<file path="config.mk">
export PLATFORM = sky130hd
export DESIGN_NAME = mqfa_prep
export DESIGN_NICKNAME = d
export VERILOG_FILES = /design/src/mqfa_pkg.sv /design/src/mqfa_prep.sv
export SDC_FILE = /design/constraint.sdc
export NUM_CORES = 2
export LEC_CHECK = 0
export ABC_AREA = 0
export BUFFER_PORTS_ARGS = -buffer_cell sky130_fd_sc_hd__buf_2
export CAP_MARGIN = 20
export CORE_UTILIZATION = 60
export CTS_BUF_LIST = sky130_fd_sc_hd__clkbuf_8 sky130_fd_sc_hd__clkbuf_16
export DETAILED_ROUTE_END_ITERATION = 8
export HOLD_SLACK_MARGIN = 0.06
export PLACE_DENSITY = 0.81
export SYNTH_ARGS = -nofsm -noshare
export SYNTH_HDL_FRONTEND = slang
export SYNTH_SLANG_ARGS = --single-unit
export TNS_END_PERCENT = 10
</file>
<file path="constraint.sdc">
create_clock -name i_clk -period 10.7 [get_ports i_clk]
set_input_delay 1.07 -clock i_clk [delete_from_list [all_inputs] [get_ports i_clk]]
set_output_delay 1.07 -clock i_clk [all_outputs]
set_load 0.01 [all_outputs]
</file>
<file path="src/mqfa_pkg.sv">
// Shared types and constants for the mixed-format fixed-point ALU.
package mqfa_pkg;

    localparam int WORD_W  = 32;
    localparam int FRAC_W  = 5;
    localparam int NUM_W   = 63;          // magnitude of the widest dividend
    localparam int CELLS   = NUM_W;       // one quotient bit per cell
    localparam int IN_W    = 80;
    localparam int OUT_W   = 48;

    typedef enum logic [2:0] {
        OP_ADD  = 3'd0,
        OP_SUB  = 3'd1,
        OP_MUL  = 3'd2,
        OP_DIV  = 3'd3,
        OP_CMP  = 3'd4,
        OP_I2F  = 3'd5,
        OP_F2I  = 3'd6,
        OP_NONE = 3'd7
    } t_op;

    typedef struct packed {
        logic                valid;
        logic                is_div;
        logic [WORD_W-1:0]   res;
        logic [FRAC_W-1:0]   frac;
        logic                lt;
        logic                eq;
        logic                gt;
        logic                dz;
        logic                neg;
        logic [WORD_W:0]     rem;
        logic [NUM_W-1:0]    num;
        logic [WORD_W-1:0]   den;
        logic [WORD_W-1:0]   quo;
    } t_cell;

endpackage

</file>
<file path="src/mqfa_prep.sv">
// Input register, multiplier and per-operation result logic feeding the divider chain.
module mqfa_prep (
    input  logic                        i_clk,
    input  logic                        i_rst_n,
    input  logic                        i_en,
    input  logic                        i_valid,
    input  logic [2:0]                  i_op,
    input  logic [mqfa_pkg::WORD_W-1:0] i_a,
    input  logic [mqfa_pkg::FRAC_W-1:0] i_af,
    input  logic [mqfa_pkg::WORD_W-1:0] i_b,
    input  logic [mqfa_pkg::FRAC_W-1:0] i_bf,
    output mqfa_pkg::t_cell             o_cell
);
    logic                        r_valid;
    logic [2:0]                  r_op;
    logic signed [31:0]          r_a;
    logic signed [31:0]          r_b;
    logic [4:0]                  r_af;
    logic [4:0]                  r_bf;
    logic signed [63:0]          r_prod;

    always_ff @(posedge i_clk) begin
        if (!i_rst_n) begin
            r_valid <= 1'b0;
        end else if (i_en) begin
            r_valid <= i_valid;
        end
        if (i_en) begin
            r_op   <= i_op;
            r_a    <= i_a;
            r_b    <= i_b;
            r_af   <= i_af;
            r_bf   <= i_bf;
            r_prod <= $signed(i_a) * $signed(i_b);
        end
    end

    logic signed [31:0] b_al;
    logic signed [63:0] prod_sh;
    logic signed [63:0] num64;
    logic [63:0]        num_mag;
    logic [31:0]        den_mag;
    logic [31:0]        sum;
    logic [31:0]        dif;

    always_comb begin
        if (r_af > r_bf) begin
            b_al = r_b <<< (r_af - r_bf);
        end else if (r_af < r_bf) begin
            b_al = r_b >>> (r_bf - r_af);
        end else begin
            b_al = r_b;
        end
        prod_sh = r_prod >>> r_bf;
        num64   = {{32{r_a[31]}}, r_a} <<< r_bf;
        num_mag = num64[63] ? (~num64 + 64'd1) : num64;
        den_mag = r_b[31] ? (~r_b + 32'd1) : r_b;
        sum     = r_a + b_al;
        dif     = r_a - b_al;

        o_cell        = '0;
        o_cell.valid  = r_valid;
        o_cell.frac   = r_af;
        o_cell.num    = num_mag[mqfa_pkg::NUM_W-1:0];
        o_cell.den    = den_mag;
        o_cell.neg    = r_a[31] ^ r_b[31];
        case (r_op)
            mqfa_pkg::OP_ADD: o_cell.res = sum;
            mqfa_pkg::OP_SUB: o_cell.res = dif;
            mqfa_pkg::OP_MUL: o_cell.res = prod_sh[31:0];
            mqfa_pkg::OP_DIV: begin
                o_cell.dz     = (r_b == 32'sd0);
                o_cell.is_div = (r_b != 32'sd0);
            end
            mqfa_pkg::OP_CMP: begin
                o_cell.lt = (r_a < b_al);
                o_cell.eq = (r_a == b_al);
                o_cell.gt = (r_a > b_al);
            end
            mqfa_pkg::OP_I2F: o_cell.res = r_a <<< r_af;
            mqfa_pkg::OP_F2I: begin
                o_cell.res  = r_a >>> r_af;
                o_cell.frac = '0;
            end
            default: o_cell.res = '0;
        endcase
    end
endmodule

</file>
---- After elaboration in Yosys (flattened, before gate mapping) ----
Index checks and enable logic that the tools add are counted.
operators by class
  add/sub/neg operators ................... 6
  multiply operators ...................... 1
  order comparisons ....................... 4
  eq/ne operators ......................... 7
  shifts and indexed selects .............. 6
  muxes and demuxes ....................... 9
  bitwise logic cells ..................... 3
  reductions and logical operators ........ 3
operator list
  cell                                           number
  case mux 32 bit (5 select lines)               1
  two-way mux 32 bit                             3
  multiplier 32 x 32 -> 64 bit                   1
  <<< shifter 32 x 5 -> 32 bit                   2
  <<< shifter 64 x 5 -> 64 bit                   1
  >>> shifter 32 x 5 -> 32 bit                   2
  >>> shifter 64 x 5 -> 32 bit                   1
  adder 63 x 1 -> 63 bit, second input constant  1
  two-way mux 63 bit                             1
  inverter 63 bit                                1
  adder 32 x 1 -> 32 bit, second input constant  1
  adder 32 bit                                   1
  == test 32 bit                                 1
  greater-than comparator 32 bit                 1
  zero test 32 bit                               1
  less-than comparator 32 bit                    1
  inverter 32 bit                                1
  nonzero test 32 bit                            1
  subtractor 32 bit                              1
  subtractor 5 bit                               2
  == test 3 bit, second input constant           3
  == test 3 x 2 -> 1 bit, second input constant  2
  greater-than comparator 5 bit                  1
  less-than comparator 5 bit                     1
  6 further kinds                                7
storage, ports and cells
  register bits ........................... 142
  logic and storage cells ................. 46

---- Longest topological paths before layout ----
  depth after elaboration ................. 6
  gate-level depth with buffers ........... 34

---- Least setup slack after synthesis ----
OpenSTA, ideal clock, no wires.
  path type ............................... register -> output
  from .................................... register r_af[0]
  to ...................................... output o_cell[199] (netlist name)
  arrival time ............................ 7,591 ps
  slack ................................... 2,039 ps
  cell stages (with the launch flop) ...... 30
  buffers on the path ..................... 9
  cells stage by stage .................... edfxtp_1 -> buf_1 -> clkbuf_1 -> clkbuf_1 -> inv_1 -> ha_1 -> clkbuf_1 -> buf_1 -> clkbuf_1 -> buf_1 -> nand2_1 -> a311oi_1 -> a311oi_1 -> a21oi_1 -> nor2_1 -> a311o_1 -> ha_1 -> clkbuf_1 -> a21o_1 -> nand2_1 -> a311oi_1 -> o211ai_1 -> a31oi_1 -> a211oi_1 -> or3_1 -> clkbuf_1 -> o31ai_1 -> o21ai_0 -> a221o_1 -> o311ai_0
RTL lines
  item                    line             text
  from (decl)             mqfa_prep.sv:18  logic [4:0] r_af;
  from (signal assigned)  mqfa_prep.sv:32  r_af <= i_af;
  to (decl)               mqfa_prep.sv:12  output mqfa_pkg::t_cell o_cell

==> reports/qor.yml <==
yosysSeqAreaShare_pct: 7.046
crit_type: "reg2out"
cpMaxStageDelayCell: "fa_1"
synth.avg_cell_area_um2: 8.795
path_cells: "inv_1 > fa_1 > buf_4 > a21oi_1 > mux2i_1 > mux2i_1 > nor2_1 > a211oi_1 > a31oi_1 > o21ai_0 > ha_1 > a21oi_1 > nand4b_1 > a311oi_1 > o211ai_1 > a31oi_1 > a211oi_1 > or3_1 > o31ai_1 > o21ai_0 > a221o_1 > o311ai_0 > buf_2"
slew_viol_final: 0
worstPathArrival_ns: 8.60
core_area_um2: 98710
ctsResizeCount: 0
vias: 51264
worst_slew_pin_slew_ns: 1.137
synth_cell_types: 95
cts.sinks: 141
slew_headroom_pct: 24.19
critPathBufInv: 3
cts.path.max_buffers: 2
max_cap_viol_count: 0
skew_ns: 0
root_buffer: "clkbuf_16"
drt_pass1_iterations: 8
critPathMaxStageDelay_ns: 1.15
end_kind: "output pin"
synth_async_sr_flop_share_pct: 0
finalCritPeriodShare_pct: 90.35
fin_crit_ns: 9.668
required_ns: 9.63
critPathTopFamily: "compound AO/OA/AOI/OAI gates"
grt_usage_pct: 38.92
gp_congestion: 1.046
fmax_ghz: 0.1034
cts_tree: "done"
ff2ff_setup_slack_ns: 10.10
cts-htree-levels: 4
fp.dieArea_um2: 101200
die_x_um: 318.1
setup_viol: 0
drt_iter0_drc: 6007
syn_area_um2: 59950
final_common_cell: "fa_1"
die_h_um: 318.1
hold_violations: 0
grt_pass1_vias: 53004
ys_ff_latch: 141
clkSlewWorstSetupHoldPaths_ns: 0.09
clk_latency_ns: 0.46
grt_overflow: 0
ys_warn_count: 0
start_util_pct: 60.73
nNetsFinal: 8061
drc: 0
cts_buffers: 17
synth_edf_count: 140
post_drt_wl_per_cell_um: 24.66
rows: 115
grt_pass1_wl_um: 303300
ant_nets: 0
final_cell_mix: "fa_1, inv_1, nand2_1, and2_1, nor2_1"
synthFlopType: "edfxtp_1"
hold_buffers: 0
hp-class: "reg2reg"
grt_max_degree: 87
viasPerCell: 6.447
io-pin-count: 285
dp_hpwl_um: 148900
wl_um: 196100
nFillCells: 8198
cts_setup_buffers: 0
syn_inst: 6816
area_growth_pct: 3.070
startpoint_type: "flop"
drive_gt1_share_pct: 9.252
status: "complete, no violations"
io_buffers: 219
antenna_found_initial: 9
rsz0062_at_grt: "false"
path_max_fanout: 14
finalSetupTns_ns: 0
[tightest hold or removal path, delay by kind of cell (launching register included)]
family           cells  cell delay (ns)
AND/OR/NAND/NOR      1             0.10
multiplexers         1             0.07
flip-flops           1             0.32
[final cells by class]
class | count | area, um2 | area share (%)
diodes | 7 | 17.52 | 0.02835
clock buffers | 17 | 425.4 | 0.6885
clock inverters | 15 | 147.6 | 0.2390
inverters | 1029 | 3864 | 6.253
multi-input cells | 5139 | 49660 | 80.38
flip-flops and latches | 141 | 4224 | 6.836
well taps | 1287 | 1610 | 2.606
repair buffers | 317 | 1834 | 2.969
[synth_stat cells (all sizes together) (15+ instances only)]
| cell type | count | area [um2] |
|---|---|---|
| a31oi | 37 | 231.5 |
| edfxtp | 140 | 4204 |
| or2 | 20 | 125.1 |
| mux4 | 153 | 3446 |
| nand2b | 35 | 219.0 |
| a21oi | 240 | 1201 |
| xnor2 | 125 | 1095 |
| and3 | 18 | 112.6 |
| nor2 | 366 | 1374 |
| o21bai | 22 | 165.2 |
| clkbuf | 417 | 1565 |
| o211ai | 59 | 442.9 |
| a22oi | 16 | 120.1 |
| a211oi | 82 | 633.1 |
| nand3 | 60 | 300.3 |
| fa | 1077 | 21560 |
| o21ai | 271 | 1360 |
| and2 | 532 | 3328 |
| buf | 154 | 940.9 |
| a21o | 60 | 450.4 |
| ha | 258 | 3228 |
| o22ai | 25 | 156.4 |
| a211o | 16 | 140.1 |
| xor2 | 44 | 385.4 |
| o21a | 23 | 172.7 |
| o31a | 15 | 131.4 |
| o31ai | 38 | 295.3 |
| nor3 | 69 | 345.3 |
| or3 | 23 | 143.9 |
| a221o | 19 | 190.2 |
| inv | 1027 | 3855 |
| nor2b | 52 | 325.3 |
| nand2 | 858 | 3226 |
| mux2 | 51 | 578.1 |
| mux2i | 201 | 2024 |
[final timing paths]
kind                                           start              endpoint  cells past startpoint
worst max-delay path               r_bf[1]$_DFFE_PP_           o_cell[199]                     23
worst max register to register  r_valid$_SDFFE_PN0P_  r_valid$_SDFFE_PN0P_                      2
worst min-delay path            r_valid$_SDFFE_PN0P_  r_valid$_SDFFE_PN0P_                      2
worst min register to register  r_valid$_SDFFE_PN0P_  r_valid$_SDFFE_PN0P_                      2
[metal layers]
layer / routed length, um / share of wire (%) / global-route usage [%] / vias up
met3: 23580 / 12 / 9.082 / 788
met1: 71150 / 36 / 49.98 / 25317
met4: 11510 / 5.9 / 20.06 / 2
met5: 13 / 0.0066 / 0 / -
met2: 89840 / 46 / 61.76 / 3572
li1: - / - / - / 21585
[registers in the layout (all words and copies together) (netlist names)]
register and cells:
r_prod 63, r_a 32, r_b 32, r_af 5, r_bf 5, r_op 3
r_valid 1
[per-stage QoR]
stage	util (%)	std cells	hold slack (ns)	worst slack, ns	cell area, um2
3_5_place_dp	62.00	7913	0.5105	1.167	61200
2_1_floorplan	-	6880	0.4839	2.039	60190
5_1_grt	62.58	7945	0.5741	0.7991	61770
6_report	62.60	7952	0.5208	1.032	61790
4_1_cts	62.58	7945	0.5257	1.360	61770
3_3_place_gp	61.99	7912	0.4899	1.356	61190
[kinds of logic (layout without fill, tap and decap cells)]
logic type / after synthesis / in the layout / share of synthesized area [%]
buffers and inverters: 1600 / 1378 / 10.62
adders and majority gates: 1335 / 1335 / 41.35
muxes: 405 / 405 / 10.09
AOI/OAI and AO/OA: 1069 / 1069 / 11.73
other: 1 / 72 / 0.006256
and+or+nand+nor: 2096 / 2096 / 16.68
xor gates and xnor gates: 169 / 169 / 2.469
DFF: 141 / 141 / 7.046
Power is not shown: default switching activity piles up to over one toggle a cycle in this logic, so the estimate is an artifact.
