[config.mk]
export PLATFORM = sky130hd
export DESIGN_NAME = mqfa_div_cell
export DESIGN_NICKNAME = d
export VERILOG_FILES = /design/src/mqfa_pkg.sv /design/src/mqfa_div_cell.sv
export SDC_FILE = /design/constraint.sdc
export NUM_CORES = 1
export LEC_CHECK = 0
export BUFFER_PORTS_ARGS = -buffer_cell sky130_fd_sc_hd__buf_2
export CAP_MARGIN = 10
export CORE_AREA = 3 3 160 162
export DETAILED_ROUTE_END_ITERATION = 8
export DIE_AREA = 0 0 163 165
export HOLD_SLACK_MARGIN = 0.12
export PLACE_DENSITY_LB_ADDON = 0.05
export REMOVE_ABC_BUFFERS = 1
export SYNTH_ARGS = -nofsm -noshare
export SYNTH_HDL_FRONTEND = slang
export SYNTH_SLANG_ARGS = --single-unit
[constraint.sdc]
create_clock -name i_clk -period 3.4 [get_ports i_clk]
set_clock_uncertainty 0.1 [all_clocks]
set_input_delay 0.68 -clock i_clk [delete_from_list [all_inputs] [get_ports i_clk]]
set_output_delay 0.68 -clock i_clk [all_outputs]
set_load 0.02 [all_outputs]
[src/mqfa_pkg.sv]
// Shared types and constants for the mixed-format fixed-point ALU.
package mqfa_pkg;

    localparam int WORD_W  = 32;
    localparam int FRAC_W  = 5;
    localparam int NUM_W   = 63;          // magnitude of the widest dividend
    localparam int CELLS   = NUM_W;       // one quotient bit per cell
    localparam int IN_W    = 80;
    localparam int OUT_W   = 48;

    typedef enum logic [2:0] {
        OP_ADD  = 3'd0,
        OP_SUB  = 3'd1,
        OP_MUL  = 3'd2,
        OP_DIV  = 3'd3,
        OP_CMP  = 3'd4,
        OP_I2F  = 3'd5,
        OP_F2I  = 3'd6,
        OP_NONE = 3'd7
    } t_op;

    typedef struct packed {
        logic                valid;
        logic                is_div;
        logic [WORD_W-1:0]   res;
        logic [FRAC_W-1:0]   frac;
        logic                lt;
        logic                eq;
        logic                gt;
        logic                dz;
        logic                neg;
        logic [WORD_W:0]     rem;
        logic [NUM_W-1:0]    num;
        logic [WORD_W-1:0]   den;
        logic [WORD_W-1:0]   quo;
    } t_cell;

endpackage

[src/mqfa_div_cell.sv]
// One restoring-division step; the row of these cells forms the divide pipeline.
module mqfa_div_cell (
    input  logic            i_clk,
    input  logic            i_rst_n,
    input  logic            i_en,
    input  mqfa_pkg::t_cell i_cell,
    output mqfa_pkg::t_cell o_cell
);
    mqfa_pkg::t_cell         r_cell;
    mqfa_pkg::t_cell         n_cell;
    logic [mqfa_pkg::WORD_W:0]   rem_sh;
    logic [mqfa_pkg::WORD_W+1:0] diff;

    always_comb begin
        n_cell = i_cell;
        rem_sh = {i_cell.rem[mqfa_pkg::WORD_W-1:0], i_cell.num[mqfa_pkg::NUM_W-1]};
        diff   = {1'b0, rem_sh} - {2'b00, i_cell.den};
        // keep the remainder when the divisor does not fit
        n_cell.rem = diff[mqfa_pkg::WORD_W+1] ? rem_sh : diff[mqfa_pkg::WORD_W:0];
        n_cell.quo = {i_cell.quo[mqfa_pkg::WORD_W-2:0], ~diff[mqfa_pkg::WORD_W+1]};
        n_cell.num = {i_cell.num[mqfa_pkg::NUM_W-2:0], 1'b0};
    end

    always_ff @(posedge i_clk) begin
        if (!i_rst_n) begin
            r_cell.valid <= 1'b0;
        end else if (i_en) begin
            r_cell.valid <= n_cell.valid;
        end
        if (i_en) begin
            r_cell[$bits(mqfa_pkg::t_cell)-2:0] <= n_cell[$bits(mqfa_pkg::t_cell)-2:0];
        end
    end

    assign o_cell = r_cell;
endmodule

# Word level (Yosys, flattened, before mapping)
# Index checks and enable logic that the tools add are counted.
# totals
ramBits,0
wordCells,16
mem_count,0
output_inout_bits,204
latchBits,0
regBits,203
rom_bits,0
inputBits,207
# classes
n_eq_ne,0
div_mod_pow,0
n_mux,1
order_cmp,0
mul,0
n_shift,0
reduce_logical,0
bitwise,1
addsub,1
# op_table
op,n
subtractor 33 x 32 -> 34 bit,1
2-to-1 mux 33 bit,1
inverter 1 bit,1

# Logic depth before layout (Yosys ltp)
# Gate-level depths: netlist (run 1).
# logic_depth
ltp_word,2
depth_mapped,13

# Worst setup path after synthesis (run 1)
# OpenSTA, ideal clock, no wires.
# synth_path
path_kind,input to register
from,input i_cell[126] in the netlist's numbering
to,"register r_cell (netlist bit o_cell[147]), data pin"
arrival_ns,3.195
cell_stages,12
t_required_ns,3.040
setup_slack_ns,-0.155
setup_time_ns,0.260
path_buffers,0
path_cell_list,inv_1 ha_1 inv_1 fa_1 a211o_1 a2111o_1 a41oi_2 o21ai_0 a21oi_1 o31ai_1 xor2_1 mux2_4
# synth_rtl
item,line,rtl
from (decl),mqfa_div_cell.sv:6,"input mqfa_pkg::t_cell i_cell,"
"to (signal, indexed assignment)",mqfa_div_cell.sv:31,r_cell[$bits(mqfa_pkg::t_cell)-2:0] <= n_cell[$bits(mqfa_pkg::t_cell)-2:0];
to (decl),mqfa_div_cell.sv:9,mqfa_pkg::t_cell r_cell;

==> results.py, run 1 <==
metrics = {
    "outcome": {
        "status": "complete, no violations",
    },
    "synth": {
        "async_flop_share_pct": 0,
        "ys_ff_latch": 203,
        "synth_cell_types": 69,
        "synth_area_um2": 8630,
        "ys.flop_type": "edfxtp_1",
        "synth.avg_cell_area_um2": 15.9,
        "netlist_instances": 542,
        "synth_enable_flop_cells": 202,
        "ys_warn_count": 0,
        "ys_seq_area_share_pct": 70.5,
    },
    "critical_path": {
        "critical_path.cell_chain": "buf_2 > inv_1 > ha_1 > inv_1 > fa_1 > a211o_1 > a2111o_1 > a41oi_2 > o21ai_0 > buf_4 > a21oi_2 > o31ai_1 > xor2_1 > mux2_4",
        "crit_required_ns": 3.56,
        "worst_setup_path_start_kind": "primary input",
        "critPathArrivalTime_ns": 3.42,
        "critPathBufInv": 4,
        "crit_family": "compound AO/OA/AOI/OAI gates",
        "endpoint_kind": "flop",
        "cp_slowest_cell": "a2111o_1",
        "slowest_delay_ns": 0.46,
        "cp_common_cell": "inv_1",
        "crit_type": "primary input to flop",
        "cp_max_fo": 4,
    },
    "place": {
        "place_ws_ns": -0.472,
        "routabilityCongestion": 0.808,
        "port_buffers": 407,
        "detailed_place.area_um2": 11600,
        "place_hpwl_mm": 20.1,
    },
    "detailed_routing": {
        "drc": 0,
        "dr.pass1.iters": 4,
        "vias_per_cell": 4.56,
        "wire_per_inst_um": 18.4,
        "drtIter0Drc": 340,
        "drt-total-wl_mm": 25.2,
        "ant_nets": 0,
        "vias": 6252,
    },
    "global_routing": {
        "track_usage_pct": 17.6,
        "grt_pass1_wl_mm": 36.0,
        "grt_max_degree": 62,
        "grt_overflow_total": 0,
        "grt_pass1_vias": 6155,
        "antenna_found_initial": 4,
    },
    "layout": {
        "syn_to_final_growth_pct": 43.4,
        "fillers": 2217,
        "multi_input_area_um2": 2300,
        "final_common_cell": "buf_2",
        "largest_reg_flops": 203,
        "regArea_um2": 6090,
        "drive_above_1_share_pct": 53.3,
        "fin_nets": 1269,
        "stdcell_area_um2": 12400,
        "fin_util_pct": 51.0,
        "final_cell_mix": "buf_2, edfxtp_1, buf_4",
    },
    "timing": {
        "fin_crit_ns": 3.26,
        "rsz0062_at_grt": "false",
        "slew-limit-headroom_pct": 62.8,
        "max_freq_ghz": 0.307,
        "slew_viol_final": 0,
        "tightest_slew_ns": 0.558,
        "fin_crit_sh_pct": 95.8,
        "finalHoldViolations": 0,
        "setup_viol": 0,
        "finalWorstSetupSlack_ns": 0.144,
        "holdWs_ns": 0.246,
        "tns_ns": 0,
    },
    "clock_tree": {
        "clk_path_buf_depth": 3,
        "cts_tree": "built",
        "cts_buffers": 23,
        "clk_pin_slew_ns": 0.06,
        "cts_root_buf": "clkbuf_16",
        "cts.htree.levels": 1,
        "clock-sinks": 203,
        "clk-insertion-delay-late_ns": 0.50,
    },
    "die": {
        "rows": 57,
        "pin_count": 411,
        "die_w_um": 163,
        "core_um2": 24200,
        "die_y_um": 165,
        "die_area_um2": 26900,
        "initial_core_util_pct": 35.6,
    },
    "hold_path": {
        "worstHoldPathType": "primary input to flop",
    },
    "power": {
        "cellLeakagePower_nw": 5.61,
        "ir_drop_mv": 0.535,
        "powerDensity_nw_per_um2": 559,
    },
    "job": {
        "maxCapViolCount": 0,
    },
}
metrics by stage:
step | instances | power, mW
after global routing | 1370 | 7.24
after floorplan | 529 | 3.89
after global placement | 1327 | 4.52
after CTS | 1369 | 7.02
after detailed placement | 1327 | 4.52
final | 1371 | 6.91
final timing paths:
path / startpoint / slack, ns / cells after the start / endpoint
worst max-delay path: i_cell[126] / 0.14 / 14 / o_cell[147]$_DFFE_PP_
worst min register to register: o_cell[203]$_SDFFE_PN0P_ / 0.44 / 2 / o_cell[203]$_SDFFE_PN0P_
worst max register to register: o_cell[203]$_SDFFE_PN0P_ / 2.70 / 2 / o_cell[203]$_SDFFE_PN0P_
worst min-delay path: i_cell[67] / 0.25 / 1 / o_cell[68]$_DFFE_PP_
report_power, final:
group	switching [mW]	internal, mW	leakage [nW]
clock	0.988	1.47	0.369
sequential	0.0526	3.03	1.99
combinational	0.795	0.586	3.25
kinds of logic after synthesis:
kind of cell / share of synthesized area, %
mux: 5.03
simple gates: 4.50
other cells: 0.0435
fa+ha+maj: 4.87
flops: 70.5
xor+xnor: 2.54
compound gates: 9.56
buf+inv: 2.92
repair_timing:
action	4_1_cts	5_1_grt
endpoints found under the setup margin	0	8
setup buffers	0	1
resized for setup	0	4
hold buffers	0	0
hold endpoints to repair	0	0
layer usage:
metal | vias up | GRT usage, % | part of all wire [%]
li1 | 3059 | - | -
met4 | 8 | 4.73 | 2.2
met2 | 237 | 30.4 | 49
met1 | 2905 | 21.0 | 40
met5 | - | 0 | 0.21
met3 | 43 | 5.97 | 8.9
area by class of cell:
type | count | area share (%)
multi-input combinational | 282 | 18.6
antenna | 1 | 0.0202
inverter | 44 | 1.36
clock inverter | 13 | 1.04
clock buffer | 29 | 5.08
tap | 324 | 3.28
timing repair buffer | 475 | 21.4
sequential | 203 | 49.2
synthesized netlist by cell type (all sizes together), types with 9 or more instances:
master	instances	area, µm²
a21o	18	135
a21oi	28	144
edfxtp	202	6070
ha	32	400
inv	44	168
mux2	29	394
nand2	23	86.3
nor2	16	60.1
o211ai	10	75.1
o21ai	17	88.8
xnor2	16	140
xor2	9	78.8
worst register-to-register path, stage by stage (launching register included):
cell     delay (ns)
dfxtp_1        0.31
mux2i_1        0.12
nor2b_1        0.06
Power figures use the tool's default switching activity.
==> run 2: changes to the inputs <==
--- a/config.mk
+++ b/config.mk
@@ -11,7 +11,7 @@
 export DETAILED_ROUTE_END_ITERATION = 8
 export DIE_AREA = 0 0 163 165
 export HOLD_SLACK_MARGIN = 0.12
-export PLACE_DENSITY_LB_ADDON = 0.05
+export PLACE_DENSITY_LB_ADDON = 0.15
 export REMOVE_ABC_BUFFERS = 1
 export SYNTH_ARGS = -nofsm -noshare
 export SYNTH_HDL_FRONTEND = slang
==> results.py, run 2 (same netlist as run 1, synthesis figures left out) <==
metrics = {
    "outcome": {
        "status": "complete, no violations",
    },
    "layout": {
        "fin_util_pct": 50.6,
        "stdcell_area_um2": 12300,
        "largest_reg_flops": 203,
        "final_cell_mix": "buf_2, edfxtp_1, buf_4",
        "final_cells": 1368,
        "drive_above_1_share_pct": 52.7,
        "syn_to_final_growth_pct": 42.2,
        "fin_nets": 1266,
        "final_common_cell": "buf_2",
    },
    "place": {
        "port_buffers": 407,
        "routabilityCongestion": 0.812,
        "detailed_place.area_um2": 11500,
        "place_ws_ns": -0.492,
        "dp.cells": 1325,
        "place_hpwl_mm": 20.1,
    },
    "detailed_routing": {
        "wire_per_inst_um": 18.4,
        "ant_nets": 0,
        "drc": 0,
        "drt-total-wl_mm": 25.2,
        "vias_per_cell": 4.60,
        "drtIter0Drc": 341,
        "dr.pass1.iters": 4,
        "vias": 6293,
    },
    "timing": {
        "setup_viol": 0,
        "slew-limit-headroom_pct": 66.0,
        "slew_viol_final": 0,
        "finalHoldViolations": 0,
        "fin_crit_sh_pct": 95.4,
        "holdWs_ns": 0.247,
        "fin_crit_ns": 3.24,
        "max_freq_ghz": 0.308,
        "tightest_slew_ns": 0.511,
        "tns_ns": 0,
        "rsz0062_at_grt": "true",
        "finalWorstSetupSlack_ns": 0.156,
    },
    "critical_path": {
        "endpoint_kind": "flop",
        "crit_family": "compound AO/OA/AOI/OAI gates",
        "slowest_delay_ns": 0.41,
        "cp_common_cell": "inv_1",
        "critPathCapture": "o_cell[157]$_DFFE_PP_",
        "rr_startpoint": "o_cell[203]$_SDFFE_PN0P_",
        "r2r_setup_slack_ns": 2.72,
        "reg2reg_to": "o_cell[203]$_SDFFE_PN0P_",
        "cp.depth": 13,
        "crit_required_ns": 3.56,
        "crit_start": "i_cell[126]",
        "crit_type": "primary input to flop",
        "cp_max_fo": 3,
        "critPathBufInv": 3,
        "critical_path.cell_chain": "buf_2 > inv_1 > ha_1 > inv_1 > fa_1 > a211o_1 > a2111o_1 > a41oi_2 > o31ai_2 > a41o_1 > a31oi_2 > xnor2_1 > mux2_4",
        "critPathArrivalTime_ns": 3.40,
        "r2r_cells": 2,
        "worst_setup_path_start_kind": "primary input",
        "cp_slowest_cell": "a2111o_1",
    },
    "power": {
        "powerDensity_nw_per_um2": 559,
        "fin_total_pwr_mw": 6.86,
        "cellLeakagePower_nw": 5.56,
        "ir_drop_mv": 0.451,
    },
    "clock_tree": {
        "clock-sinks": 203,
        "cts_tree": "built",
        "cts_root_buf": "clkbuf_16",
        "cts.htree.levels": 1,
        "cts_buffers": 23,
        "clk-insertion-delay-late_ns": 0.49,
        "cts_resized": 0,
        "hold_buffers": 0,
        "clk_pin_slew_ns": 0.06,
        "cts_setup_buffers": 0,
        "clk_path_buf_depth": 3,
    },
    "global_routing": {
        "track_usage_pct": 17.8,
        "grt_max_degree": 64,
        "grt_overflow_total": 0,
        "grt_pass1_vias": 6221,
        "grt_pass1_wl_mm": 36.4,
        "antenna_found_initial": 6,
    },
    "die": {
        "die_w_um": 163,
        "core_um2": 24200,
        "initial_core_util_pct": 35.6,
        "die_y_um": 165,
        "pin_count": 411,
        "die_area_um2": 26900,
        "rows": 57,
    },
    "job": {
        "maxCapViolCount": 0,
    },
    "hold_path": {
        "worstHoldPathType": "primary input to flop",
        "worstHoldStart": "i_cell[181]",
    },
}
[run 2: cell count changes in the layout (fill, tap and decap cells not counted), sizes merged]
cell,before,now
clkbuf,30,33
buf,474,471
clkinv,7,6
clkinvlp,2,1
inv,46,45
[run 2: worst reg2reg max path, stage by stage, from the launching register on]
cell,delay [ns]
dfxtp_1,0.30
mux2i_1,0.12
nor2b_1,0.06
[run 2: where the power goes]
part           total (mW)  switching, mW  internal [mW]
sequential           3.08         0.0499           3.03
clock                2.41          0.951           1.46
combinational        1.37          0.798          0.572
[run 2: per-layer routing]
| layer | GRT usage [%] | vias up | wire (µm) |
|---|---|---|---|
| li1 | - | 3047 | - |
| met1 | 20.9 | 2915 | 9610 |
| met2 | 30.9 | 269 | 12400 |
| met3 | 6.02 | 54 | 2370 |
| met4 | 5.65 | 8 | 831 |
| met5 | 0 | - | 49 |
[run 2: how the worst min path moves through the flow]
stage	depth (start not counted)	to
after detailed placement	2	o_cell[203]$_SDFFE_PN0P_
after global placement	2	o_cell[203]$_SDFFE_PN0P_
after global routing	1	o_cell[198]$_DFFE_PP_
after CTS	1	o_cell[194]$_DFFE_PP_
after floorplan	2	o_cell[203]$_SDFFE_PN0P_
final	1	o_cell[181]$_DFFE_PP_
[run 2: area by class of cell]
cell class                      count  area (µm²)
Antenna cell                        1        2.50
Clock buffer                       32         639
Clock inverter                     10         101
Fill cell                        2210       12000
Inverter                           44         168
Multi-Input combinational cell    282        2300
Sequential cell                   203        6090
Tap cell                          324         405
Timing Repair Buffer              472        2560
